===== config.mk =====
export PLATFORM = sky130hd
export DESIGN_NAME = dts_ram
export DESIGN_NICKNAME = d
export VERILOG_FILES = /design/src/hdl/dfa_token_scanner_macros.svh /design/src/hdl/dts_ram.sv
export SDC_FILE = /design/constraint.sdc
export NUM_CORES = 1
export LEC_CHECK = 0
export BUFFER_PORTS_ARGS = -buffer_cell sky130_fd_sc_hd__buf_2
export CORE_MARGIN = 1.5
export CORE_UTILIZATION = 54
export CTS_CLUSTER_SIZE = 28
export DETAILED_ROUTE_END_ITERATION = 12
export MAX_ROUTING_LAYER = met4
export PLACE_DENSITY = 0.74
export SYNTH_ARGS = -nofsm -noshare
export SYNTH_HDL_FRONTEND = slang
export SYNTH_SLANG_ARGS = --single-unit
export TNS_END_PERCENT = 20

===== constraint.sdc =====
create_clock -name clk -period 1.83 [get_ports clk]
set_clock_uncertainty 0.1 [all_clocks]
set_input_delay 0.183 -clock clk [delete_from_list [all_inputs] [get_ports clk]]
set_output_delay 0.183 -clock clk [all_outputs]
set_load 0.01 [all_outputs]

===== src/hdl/dfa_token_scanner_macros.svh =====
// Assertion macros for the DFA token scanner.
`ifndef DFA_TOKEN_SCANNER_MACROS_SVH
`define DFA_TOKEN_SCANNER_MACROS_SVH

// Check that c holds in the same cycle as a.
`define DTS_ASSERT_IMPL(lbl, a, c) \
    lbl: assert property (@(posedge clk) disable iff (!rst_n) (a) |-> (c)) \
        else $error("dfa_token_scanner: same-cycle check failed");

// Check that c holds in the cycle after a.
`define DTS_ASSERT_NEXT(lbl, a, c) \
    lbl: assert property (@(posedge clk) disable iff (!rst_n) (a) |=> (c)) \
        else $error("dfa_token_scanner: next-cycle check failed");

`endif


===== src/hdl/dts_ram.sv =====
// Generic single-write, single-read RAM with registered read data.
module dts_ram #(
    parameter int WIDTH = 8,
    parameter int DEPTH = 16
) (
    input  logic                                    clk,
    input  logic                                    we,
    input  logic [(DEPTH > 1 ? $clog2(DEPTH) : 1)-1:0] waddr,
    input  logic [WIDTH-1:0]                        wdata,
    input  logic [(DEPTH > 1 ? $clog2(DEPTH) : 1)-1:0] raddr,
    output logic [WIDTH-1:0]                        rdata
);
    logic [WIDTH-1:0] mem [DEPTH];

    always_ff @(posedge clk)
    begin
        if (we)
        begin
            mem[waddr] <= wdata;
        end
        rdata <= mem[raddr];
    end
endmodule


# == After elaboration in Yosys (flattened, before gate mapping) ==
# Memory sizes are Yosys's and may differ from the RTL's. A register that Yosys moved wholly into a read port is not among the register bits.
# Cells that the tools add are included.
# W data, S select, Z words.
# op_classes
muxes,2
# op_table
op,count
$mux W1,2
# totals
inputBits,18
memories,1
out_inout_bits,8
ff_bits,0
ramBits,128
# memory_table
name,depth,word_bits,rd,rd_ports_with_merged_regs,wr,line,text
mem,16,8,1,1,1,dts_ram.sv:13,logic [WIDTH-1:0] mem [DEPTH];

# == Longest topological paths before layout ==
# depth
depth_word,2
depth_mapped,5
mapped_depth_nobuf,3

# == Worst setup path after synthesis ==
# No wires, ideal clock.
# synth_path
path_kind,input -> register
from,input waddr[2] in the netlist's numbering
to,memory mem[0][0] (enable)
arrival_time_ps,1293
stages,2
t_required_ps,1347
setup_slack_ps,54
cell_sequence,or3b_2 nor3_1
# synth_rtl
item,line,text
start: declaration,dts_ram.sv:8,"input logic [(DEPTH > 1 ? $clog2(DEPTH) : 1)-1:0] waddr,"
end: declaration,dts_ram.sv:13,
# Straight into the memory's write port.

==> summary.md <==
| Metric | Value |
|---|---|
| Routability congestion estimate | between 0.7 and 0.8 |
| Synth Warn # | 0 |
| Post-route ant nets | 0 |
| Root Buffer | clkbuf_8 |
| Min Tclk post-route | 1.476 ns |
| Remaining DRCs | 0 |
| Row count | 35 |
| R2R depth | 3 |
| Seq/Total Area, Yosys | 77.78% |
| GRT Residual Overflow | 0 |
| Leak | roughly 2.1 nW |
| Hold Path Class | in2reg |
| Crit start category | flip-flop |
| VDD IR max | between 0.6 and 0.7 mV |
| CP arrival | between 1.5 and 2 ns |
| Htree depth | 4 |
| Initial Utilization | 55.71% |
| Syn nets | between 200 and 250 |
| Slew margin rel. | approximately 75% |
| Final period utilization | roughly four fifths |
| Die width | 100.6 um |
| Clock insertion delay at the later pin of the skew report | 0.51 ns |
| Crit. End Element | flip-flop |
| CTS tree | done |
| Number of global-route vias before repair | between 2,000 and 3,000 |
| Largest area contributor in the synthesized netlist | edfxtp_1 |
| I/O Buffers | 25 |
| Mapped cell area | 5147 um^2 |
| Overall Power | a little over 7 mW |
| #FFs+latches synth | 136 |
| Clock sink total | 136 |
| Post-DP Area | 5525 um^2 |
| ANT cells | 0 |
| Die ar. | approximately 10,000 um^2 |
| Final instance area | between 6000 and 7000 um^2 |
| GR Util All Layers | 22.06% |
| Avg Cell Area, Syn | around 22 um^2 |
| Share of post-route cells with drive strength above 1 | roughly 32% |
| Fillers | a little under 600 |
| Reg2reg start | mem[1][5]$_DFFE_PP_ |
| Status | finished, final reports clean |
| Top post-synthesis cells by area | edfxtp_1 75%, mux4_2 7.9%, mux4_1 7.1% |
| Non-Filler Instances | roughly 440 |
| Pwr/cell area | 1151 nW/um^2 |
| Terminus of the critical flop-to-flop path | rdata[5]$_DFF_P_ |
| Initial antenna violation count | 0 |
| CP Data Required Time | 2.12 ns |
| Hold EP | mem[8][5]$_DFFE_PP_ |
| Dpl cells | between 300 and 400 |
| Avg Vias per Cell | ~5.6 |
| DR WL/cell | about 22 um |
| Final #Nets | about 310 |
| Vias | 2,425 |
| Peak Freq | between 0.6 and 0.7 GHz |
| Crit Path Class | reg2reg |
| Layout area overhead | 20.17% |
| Total core area | between 9000 and 10,000 um^2 |
| Final Max Slew Viols | 0 |
| Critical path fanouts, max | 1 |
| Final wirelength | approximately 9400 um |
| First-pass GRT wire length | between 10,000 and 15,000 um |
| R2R setup slack | roughly 0.35 ns |
| Die Ht | between 100 and 150 um |
| Final core occ | 66.95% |
| Iteration-0 DRC Markers | ~200 |
| Launch point of the worst hold path | waddr[0] |
| Max Cap Viol | 0 |
| Setup TNS | 0 ns |
| Clock Path Buffers | 2 |
| TritonCTS Buffers | 17 |
| # IOs | 26 |
| Final Setup Violations | 0 |
| Drt first pass iters | 4 |
| Largest net degree at the start of global routing | 28 |
| RSZ-0062 raised after global routing | false |
| Worst slew pin tran | between 0.3 and 0.4 ns |
| DP HPWL | around 6000 um |
| Post-CTS sizing | 0 |
| Synth top area share | 74.67% |
| Netlist cell types | 19 |
| Syn Inst Count | 229 |
| CTS clk-pin slew, worst paths | 0.07 ns |
| Final hold violation count | 0 |
| Hold depth | 3 |
-- where the power goes --
| part | leakage [nW] | switching (mW) | internal (mW) | total [mW] |
|---|---|---|---|---|
| logic | 0.624 | 0.185 | 0.153 | 0.337 |
| clock network | 0.270 | 1.31 | 1.97 | 3.28 |
| registers | 1.22 | 0.0220 | 3.48 | 3.50 |
-- how the worst max path moves through the flow --
stage	start	end	slack, ns	depth (start not counted)
finish	mem[1][5]$_DFFE_PP_	rdata[5]$_DFF_P_	0.35	3
global route	mem[1][5]$_DFFE_PP_	rdata[5]$_DFF_P_	0.29	3
detailed placement	raddr[0]	rdata[4]$_DFF_P_	0.1	5
CTS	mem[1][5]$_DFFE_PP_	rdata[5]$_DFF_P_	0.34	3
floorplan	waddr[2]	mem[0][0]$_DFFE_PP_	0.05	2
global placement	raddr[0]	rdata[2]$_DFF_P_	0.14	5
-- layout make-up --
| type | instances | area, um^2 | area share, % |
|---|---|---|---|
| Timing Repair Buffer | 55 | 382.9 | 6.189 |
| Sequential cell | 136 | 4004 | 64.72 |
| Multi-Input combinational cell | 83 | 1057 | 17.09 |
| Clock buffer | 17 | 414.1 | 6.695 |
| Tap cell | 129 | 161.4 | 2.609 |
| Clock inverter | 15 | 166.4 | 2.690 |
-- registers in the layout, summed over array words and instances, names as in the netlist --
name / flops
rdata: 8
mem: 128
-- synthesized netlist by cell type (all sizes together) --
master,n
mux4,32
buf,7
nand2,9
nand3,1
nand2b,2
nor2b,1
and2b,1
clkdlybuf4s25,3
a22oi,16
edfxtp,128
dfxtp,8
nand3b,2
and2,1
nor2,13
or3b,1
nor3,4
-- worst max-delay path, cell delays in order, from the launching register on --
cell and delay (ns):
edfxtp_1 0.36, mux4_1 0.51, a22oi_1 0.29, nand2_1 0.09
-- kinds of logic after synthesis --
family | count (synthesis) | share of synthesized area, %
compound gates | 16 | 2.334
buf+inv | 10 | 1.677
flops | 136 | 77.78
mux | 32 | 15.02
simple gates | 35 | 3.184
-- routing by layer --
layer / up-vias / share of wire [%] / global-route usage (%) / wire [um]
met2: 79 / 52 / 33.78 / 4887
met3: 6 / 4.9 / 6.796 / 464
met5: - / 0 / - / 0
li1: 1099 / - / - / -
met4: 0 / 0.99 / 8.342 / 93
met1: 1241 / 42 / 28.12 / 3944
-- metrics by stage --
stage | hold WS, ns | worst slack (ns)
after floorplan | 0.1819 | 0.05413
final | 0.1233 | 0.3540
after global placement | 0.4731 | 0.1436
after detailed placement | 0.4787 | 0.09976
after global routing | 0.1282 | 0.2886
after CTS | 0.09405 | 0.3402
-- layout by cell type (no fill, tap or decap), types with 2 or more instances in the layout --
master | Yosys | final
nor3_1 | 4 | 4
mux4_2 | 18 | 18
inv_6 | 0 | 5
a22oi_1 | 16 | 16
clkinvlp_4 | 0 | 5
buf_4 | 1 | 21
dlygate4sd3_1 | 0 | 8
dfxtp_1 | 8 | 8
buf_2 | 3 | 25
nand3b_1 | 2 | 2
mux4_1 | 14 | 14
nand2b_1 | 2 | 2
nor2_1 | 13 | 13
clkbuf_16 | 0 | 16
nand2_1 | 9 | 9
bufinv_16 | 0 | 2
edfxtp_1 | 128 | 128
-- what timing repair did --
action	4_1_cts	5_1_grt
hold endpoints to repair	128	0
setup buffers	0	0
hold buffers	8	0
(Power assumes the default switching activity.)
